<file path="src/sv/umed_pkg.sv">
// Shared types, code index names and lookup functions for the USB-MIDI event decoder.
// No dependencies; the classifier, the top level and the testbench import this package.
package umed_pkg;

  localparam logic [3:0] CIN_MISC       = 4'h0;
  localparam logic [3:0] CIN_CABLE      = 4'h1;
  localparam logic [3:0] CIN_SYS_COM2   = 4'h2;
  localparam logic [3:0] CIN_SYS_COM3   = 4'h3;
  localparam logic [3:0] CIN_SX_START   = 4'h4;
  localparam logic [3:0] CIN_SX_END1    = 4'h5;
  localparam logic [3:0] CIN_SX_END2    = 4'h6;
  localparam logic [3:0] CIN_SX_END3    = 4'h7;
  localparam logic [3:0] CIN_NOTE_OFF   = 4'h8;
  localparam logic [3:0] CIN_NOTE_ON    = 4'h9;
  localparam logic [3:0] CIN_POLY_PRESS = 4'hA;
  localparam logic [3:0] CIN_CTRL       = 4'hB;
  localparam logic [3:0] CIN_PROG       = 4'hC;
  localparam logic [3:0] CIN_CHAN_PRESS = 4'hD;
  localparam logic [3:0] CIN_PITCH      = 4'hE;
  localparam logic [3:0] CIN_SINGLE     = 4'hF;

  typedef enum logic [2:0] {
    CLS_IGNORE,
    CLS_PASS,
    CLS_SX_CONT,
    CLS_SX_END,
    CLS_COMMON_END
  } cls_e;

  typedef struct packed {
    logic [1:0] count;
    logic       sysex;
  } decode_t;

  function automatic cls_e code_class(input logic [3:0] code);
    cls_e cls;
    unique case (code) inside
      CIN_MISC, CIN_CABLE:       cls = CLS_IGNORE;
      CIN_SX_START:              cls = CLS_SX_CONT;
      CIN_SX_END1:               cls = CLS_COMMON_END;
      CIN_SX_END2, CIN_SX_END3:  cls = CLS_SX_END;
      default:                   cls = CLS_PASS;
    endcase
    return cls;
  endfunction

  function automatic logic [1:0] code_count(input logic [3:0] code);
    logic [1:0] cnt;
    unique case (code) inside
      CIN_MISC, CIN_CABLE:                             cnt = 2'd0;
      CIN_SX_END1, CIN_SINGLE:                         cnt = 2'd1;
      CIN_SYS_COM2, CIN_SX_END2, CIN_PROG, CIN_CHAN_PRESS: cnt = 2'd2;
      CIN_SYS_COM3, CIN_SX_START, CIN_SX_END3, CIN_NOTE_OFF, CIN_NOTE_ON,
      CIN_POLY_PRESS, CIN_CTRL, CIN_PITCH:             cnt = 2'd3;
      default:                                         cnt = 2'd0;
    endcase
    return cnt;
  endfunction

endpackage

</file>
<file path="src/sv/umed_in_if.sv">
// Handshake interface that carries one USB-MIDI event packet per word.
// No dependencies.
interface umed_in_if;
  logic        valid;
  logic        ready;
  logic [31:0] event_packet;

  modport source (output valid, output event_packet, input ready);
  modport sink (input valid, input event_packet, output ready);
endinterface

</file>
<file path="src/sv/umed_out_if.sv">
// Handshake interface that carries one tagged MIDI byte per word.
// No dependencies.
interface umed_out_if;
  logic       valid;
  logic       ready;
  logic [7:0] midi_byte;
  logic       is_sysex;
  logic       last_byte;

  modport source (output valid, output midi_byte, output is_sysex, output last_byte,
                  input ready);
  modport sink (input valid, input midi_byte, input is_sysex, input last_byte,
                output ready);
endinterface

</file>
<file path="src/sv/umed_classify.sv">
// Header classifier: byte count and path tag per packet, plus the per-cable SysEx flags.
// Depends on umed_pkg.
module umed_classify (
  input  logic                clk_i,
  input  logic                rst_ni,
  input  logic                accept_i,
  input  logic [7:0]          header_i,
  output umed_pkg::decode_t   dec_o
);
  import umed_pkg::*;

  logic [15:0] flags_q, flags_d;
  logic [3:0]  code;
  logic [3:0]  cable;
  cls_e        cls;
  logic        flag_next;
  logic        flag_write;

  assign code  = header_i[3:0];
  assign cable = header_i[7:4];
  assign cls   = code_class(code);

  always_comb begin
    dec_o.count = code_count(code);
    dec_o.sysex = 1'b0;
    flag_next   = 1'b0;
    flag_write  = 1'b1;
    unique case (cls)
      CLS_PASS: begin
        dec_o.sysex = 1'b0;
      end
      CLS_SX_CONT: begin
        dec_o.sysex = 1'b1;
        flag_next   = 1'b1;
      end
      CLS_SX_END: begin
        dec_o.sysex = 1'b1;
      end
      CLS_COMMON_END: begin
        dec_o.sysex = flags_q[cable];
      end
      default: begin
        flag_write = 1'b0;
      end
    endcase
  end

  always_comb begin
    flags_d = flags_q;
    if (accept_i && flag_write) begin
      flags_d[cable] = flag_next;
    end
  end

  always_ff @(posedge clk_i or negedge rst_ni) begin
    if (!rst_ni) begin
      flags_q <= '0;
    end else begin
      flags_q <= flags_d;
    end
  end

  // A SysEx start packet leaves its cable in SysEx.
  assert property (@(posedge clk_i) disable iff (!rst_ni)
    accept_i && code == CIN_SX_START |=> flags_q[$past(cable)])
    else $error("SysEx flag not set after start packet");

  // An ignored packet never changes any flag.
  assert property (@(posedge clk_i) disable iff (!rst_ni)
    accept_i && (code == CIN_MISC || code == CIN_CABLE) |=> flags_q == $past(flags_q))
    else $error("ignored packet changed SysEx flags");

  // A normal-path packet takes its cable out of SysEx.
  assert property (@(posedge clk_i) disable iff (!rst_ni)
    accept_i && cls == CLS_PASS |=> !flags_q[$past(cable)])
    else $error("SysEx flag not cleared by normal packet");

endmodule

</file>
<file path="src/sv/usb_midi_event_decoder.sv">
// Top level of the USB-MIDI event decoder: packet buffer and byte output register.
// Depends on umed_pkg, umed_in_if, umed_out_if and umed_classify.
//
//   channel  dir  word                                   handshake
//   evt_i    in   event_packet[31:0]                     valid/ready
//   byte_o   out  midi_byte[7:0], is_sysex, last_byte    valid/ready
//
// A packet is classified in the cycle it is accepted and its bytes enter a buffer.
// One byte per cycle moves from the buffer to the output register while the output is not
// stalled; a packet holds one to three bytes, and ignored packets put none in the buffer.
// The first byte goes through the buffer and then the output register. The single output
// port sets the rate.
// Reset clears the buffer count, the output valid and all SysEx flags.
// A stalled output holds its word; the buffer accepts a new packet as its last byte leaves.
module usb_midi_event_decoder (
  input  logic        clk_i,
  input  logic        rst_ni,
  umed_in_if.sink     evt_i,
  umed_out_if.source  byte_o
);
  import umed_pkg::*;

  logic [23:0] data_q, data_d;
  logic [1:0]  cnt_q, cnt_d;
  logic        sx_q, sx_d;
  logic        out_valid_q;
  logic [7:0]  byte_q;
  logic        out_sx_q;
  logic        last_q;
  logic        out_load;
  logic        take;
  logic        accept;
  decode_t     dec;

  assign out_load    = !out_valid_q || byte_o.ready;
  assign take        = out_load && (cnt_q != 2'd0);
  assign evt_i.ready = (cnt_q == 2'd0) || ((cnt_q == 2'd1) && out_load);
  assign accept      = evt_i.valid && evt_i.ready;

  umed_classify u_classify (
    .clk_i    (clk_i),
    .rst_ni   (rst_ni),
    .accept_i (accept),
    .header_i (evt_i.event_packet[7:0]),
    .dec_o    (dec)
  );

  always_comb begin
    data_d = data_q;
    cnt_d  = cnt_q;
    sx_d   = sx_q;
    if (accept) begin
      data_d = evt_i.event_packet[31:8];
      cnt_d  = dec.count;
      sx_d   = dec.sysex;
    end else if (take) begin
      data_d = {8'h00, data_q[23:8]};
      cnt_d  = cnt_q - 2'd1;
    end
  end

  always_ff @(posedge clk_i or negedge rst_ni) begin
    if (!rst_ni) begin
      cnt_q       <= '0;
      out_valid_q <= 1'b0;
    end else begin
      cnt_q <= cnt_d;
      if (out_load) begin
        out_valid_q <= take;
      end
    end
  end

  always_ff @(posedge clk_i) begin
    data_q <= data_d;
    sx_q   <= sx_d;
    if (take) begin
      byte_q   <= data_q[7:0];
      out_sx_q <= sx_q;
      last_q   <= (cnt_q == 2'd1);
    end
  end

  assign byte_o.valid     = out_valid_q;
  assign byte_o.midi_byte = byte_q;
  assign byte_o.is_sysex  = out_sx_q;
  assign byte_o.last_byte = last_q;

  // The input side only stalls while the buffer still holds bytes.
  assert property (@(posedge clk_i) disable iff (!rst_ni)
    !evt_i.ready |-> cnt_q != 2'd0)
    else $error("input stalled with empty buffer");

  // The final buffered byte is shown marked as last.
  assert property (@(posedge clk_i) disable iff (!rst_ni)
    take && cnt_q == 2'd1 |=> byte_o.valid && byte_o.last_byte)
    else $error("final byte not marked last");

  // An accepted ignored packet leaves nothing in the buffer.
  assert property (@(posedge clk_i) disable iff (!rst_ni)
    accept && (evt_i.event_packet[3:0] == CIN_MISC || evt_i.event_packet[3:0] == CIN_CABLE)
      |=> cnt_q == 2'd0)
    else $error("ignored packet produced bytes");

endmodule

</file>
<file path="src/flat_wrapper.sv">
// flat-port wrapper written by rule: the top's interface ports become plain ports
module usb_midi_event_decoder_flat import umed_pkg::*;
  (clk_i, rst_ni, evt_i_valid, evt_i_event_packet, evt_i_ready, byte_o_valid, byte_o_midi_byte, byte_o_is_sysex, byte_o_last_byte, byte_o_ready);
  umed_in_if evt_i_i ();
  umed_out_if byte_o_i ();
  input  logic clk_i;
  input  logic rst_ni;
  input wire logic [$bits(evt_i_i.valid)-1:0] evt_i_valid;
  input wire logic [$bits(evt_i_i.event_packet)-1:0] evt_i_event_packet;
  output wire logic [$bits(evt_i_i.ready)-1:0] evt_i_ready;
  output wire logic [$bits(byte_o_i.valid)-1:0] byte_o_valid;
  output wire logic [$bits(byte_o_i.midi_byte)-1:0] byte_o_midi_byte;
  output wire logic [$bits(byte_o_i.is_sysex)-1:0] byte_o_is_sysex;
  output wire logic [$bits(byte_o_i.last_byte)-1:0] byte_o_last_byte;
  input wire logic [$bits(byte_o_i.ready)-1:0] byte_o_ready;
  assign evt_i_i.valid = evt_i_valid;
  assign evt_i_i.event_packet = evt_i_event_packet;
  assign evt_i_ready = evt_i_i.ready;
  assign byte_o_valid = byte_o_i.valid;
  assign byte_o_midi_byte = byte_o_i.midi_byte;
  assign byte_o_is_sysex = byte_o_i.is_sysex;
  assign byte_o_last_byte = byte_o_i.last_byte;
  assign byte_o_i.ready = byte_o_ready;
  usb_midi_event_decoder u_core (.clk_i(clk_i), .rst_ni(rst_ni), .evt_i(evt_i_i), .byte_o(byte_o_i));
endmodule
</file>
<file path="config.mk">
export PLATFORM = sky130hd
export DESIGN_NAME = usb_midi_event_decoder_flat
export DESIGN_NICKNAME = d
export VERILOG_FILES = /design/src/sv/umed_pkg.sv /design/src/sv/umed_in_if.sv /design/src/sv/umed_out_if.sv /design/src/sv/umed_classify.sv /design/src/sv/usb_midi_event_decoder.sv /design/src/flat_wrapper.sv
export SDC_FILE = /design/constraint.sdc
export NUM_CORES = 1
export LEC_CHECK = 0
export ABC_AREA = 1
export BUFFER_PORTS_ARGS = -buffer_cell sky130_fd_sc_hd__buf_2
export CORE_MARGIN = 4
export CORE_UTILIZATION = 55
export DETAILED_ROUTE_END_ITERATION = 12
export MAX_ROUTING_LAYER = met4
export PLACE_DENSITY = 0.87
export SETUP_SLACK_MARGIN = 0.5
export SYNTH_ARGS = -nofsm -noshare
export SYNTH_HDL_FRONTEND = slang
export SYNTH_SLANG_ARGS = --single-unit
</file>
<file path="constraint.sdc">
create_clock -name clk_i -period 2.7 [get_ports clk_i]
set_clock_uncertainty 0.05 [all_clocks]
set_input_delay 0.135 -clock clk_i [delete_from_list [all_inputs] [get_ports clk_i]]
set_output_delay 0.135 -clock clk_i [all_outputs]
set_load 0.005 [all_outputs]
</file>
==> impl_results.md <==
* Number of cells on the critical path at 10
* Die width at 76.9 µm
* Fin. max-slew vios at 0
* Setup crit end kind: register
* Crit path DAT at 2050 ps
* Max VDD drop at 0.431 mV
* Initial antenna violation count at 0
* Fin Setup TNS at 0 ps
* Count of different cell masters after synthesis at 22
* Reg2Reg Depth at 10
* Port buffer count at 47
* First-pass GRT wire length at 8.35 mm
* Worst-path maximum fanout at 29
* Clock Sinks at 54
* Std-Cell Rows at 24
* Die height at 76.9 µm
* Syn_area_per_cell at 8.70 µm²
* Routed via count at 2,054
* RSZ-0062 raised after global routing: false
* Setup Viol. Count Final at 0
* Clock Root Buffer: clkbuf_8
* Design area at 0.00297 mm²
* Hold WC Path Type: in -> reg
* Drt total wl at 5.04 mm
* Core area at 0.00447 mm²
* WP buf/inv at 3
* Skew-Pair Late Insertion Delay at 310 ps
* Vias per cell at 5.11
* Fin. Hold Viols at 0
* Final ANT Viol Nets at 0
* Worst path cell trace: inv_1 > ha_1 > inv_1 > nand2_2 > nand2_2 > buf_4 > nor2_4 > nand2_1 > nand2_1 > nand2_1
* GRT Util Overall at 0.181
* Post-synth net total at 338
* Syn-to-layout area delta at 13.6%
* Static leakage at 1.49 nW
* Fill cells at 360
* Status: finished, final reports clean
* Worst-margin pin slew at 648 ps
* I/O pin total at 48
* Final min period at 1890 ps
* Slew margin rel. at 0.567
* CP top delay family: simple AND/OR/NAND/NOR gates
* Synth Warn # at 0
* Proportion of layout cells with a drive suffix above 1 at 0.200
* Largest net degree at the start of global routing at 33
* Starting DRT DRC Count at 148
* CP dominant cell by count: nand2_1
* Synthesized area at 0.00261 mm²
* CTS clk-pin slew, worst paths at 100 ps
* HPWL Detailed at 3.50 mm
* Avg WL per Cell at 12.5 µm
* Critical Path Max Stage Delay at 420 ps
* # Max-Cap Violations at 0
* Worst endpoint required time at 2860 ps
* DRT Pass-1 Iters at 6
* Multi-input gate area at 912 µm²
* Final Util at 0.663
* GRT Residual Overflow at 0
* CP Class: reg -> reg
* Initial Utilization at 0.583
* Longest Clk Path Bufs at 2
* Post-route DRC violation count at 0
* Cell count after synthesis at 300
* H-tree levels at 2
* Hold depth at 4
* DP Area at 0.00285 mm²
* CTS tree: built
* CP max-delay cell: dfrtp_1
* GP Congestion at 0.925
* Nature of the critical path startpoint: register
* Power density over cell area at 843 mW/mm²
* Share of the yosys chip area belonging to registers at 0.585
* Total CTS buffers at 5
* Post-CTS Setup Bufs at 0
* Peak Freq at 529 MHz
* Reg area at 0.00153 mm²
* Number of global-route vias before repair at 1,939
* Period utilization at 0.700
* #FFs+latches synth at 54
* Die ar. at 0.00591 mm²
* Layout Nets at 387
* Power, Total at 2.50 mW
* Total inserted antenna cells at 0
## final cells by class
type	instances	area share
flip-flops and latches	54	0.515
multi-input cells	212	0.308
repair buffers	51	0.0903
clock inverters	3	0.00970
inverters	25	0.0325
clock buffers	5	0.0232
well taps	52	0.0219
## cells by family after synthesis
family	count (synthesis)	synth area share
adder cells (fa/ha/maj)	2	0.00959
AO/OA/AOI/OAI	5	0.0105
XOR/XNOR	2	0.00671
AND/OR/NAND/NOR	202	0.317
buffers and inverters	35	0.0714
flip-flops	54	0.585
## cells in the mapped netlist (all sizes together)
| master | count | area share |
|---|---|---|
| nand3 | 24 | 0.046 |
| nor2 | 32 | 0.049 |
| a21oi | 2 | 0.0038 |
| xor2 | 2 | 0.0067 |
| clkinv | 1 | 0.0014 |
| nor3 | 2 | 0.010 |
| nand2 | 143 | 0.21 |
| inv | 24 | 0.035 |
| edfxtp | 35 | 0.40 |
| dfrtp | 19 | 0.18 |
| ha | 2 | 0.0096 |
| buf | 10 | 0.035 |
| a22oi | 1 | 0.0029 |
| o21ai | 2 | 0.0038 |
| nand4 | 1 | 0.0024 |
## timing repair
item                                    CTS  global route
hold endpoints to repair                 19             0
hold buffers                              1             0
endpoints found under the setup margin    0            15
resized for setup                         0             1
## final timing paths
check,from,to,slack [ps]
hold reg to reg,u_core.data_q[3],u_core.byte_o.midi_byte[3],380
setup / recovery,u_core.cnt_q[0],u_core.u_classify.flags_q[15],810
max in group asynchronous,rst_ni,u_core.u_classify.flags_q[6],2070
hold / removal,byte_o_ready,u_core.byte_o.valid,9
setup reg to reg,u_core.cnt_q[0],u_core.u_classify.flags_q[15],810
min in group asynchronous,rst_ni,u_core.u_classify.flags_q[9],230
## worst register-to-register path: cells and delay by family, from the launching register on
family / cells / cell delay [ps]
buf+inv: 3 / 370
fa+ha+maj: 1 / 200
simple gates: 6 / 730
flops: 1 / 420
## per-layer routing
metal | global-route usage | vias to the layer above | share of wire
met5 | - | - | 0
met4 | 0.0707 | 0 | 0.023
met3 | 0.0375 | 12 | 0.071
met2 | 0.299 | 82 | 0.50
met1 | 0.218 | 919 | 0.41
li1 | - | 1041 | -
## metrics by stage
step                worst slack [ps]  hold slack, ps  std cells
floorplan                        600            -211        300
global placement                 795            42.1        392
detailed placement               657            47.1        392
CTS                              636            9.80        401
global route                     592            30.1        402
finish                           811            9.24        402
## where the power goes
group	total (mW)	switching, mW	internal (mW)
Clock	0.474	0.282	0.192
Combinational	0.666	0.432	0.234
Sequential	1.36	0.0750	1.28
## state kept, by name (all words and copies together), names as in the netlist
name,count
u_core.byte_o.valid,1
u_core.data_q,24
u_core.byte_o.is_sysex,1
u_core.sx_q,1
u_core.cnt_q,2
u_core.byte_o.last_byte,1
u_core.byte_o.midi_byte,8
u_core.u_classify.flags_q,16
## cell usage in the layout, fill, tap and decap left out, types with 2 or more instances in the layout
cell / count
buf_4: 3
nand3_1: 24
o21ai_0: 2
dfrtp_1: 19
nand2_1: 139
ha_1: 2
xor2_1: 2
nand2_2: 4
nor2_1: 31
buf_2: 47
edfxtp_1: 35
clkinv_4: 2
nor2_4: 2
inv_2: 2
inv_1: 21
clkbuf_8: 5
(Power assumes the default switching activity.)
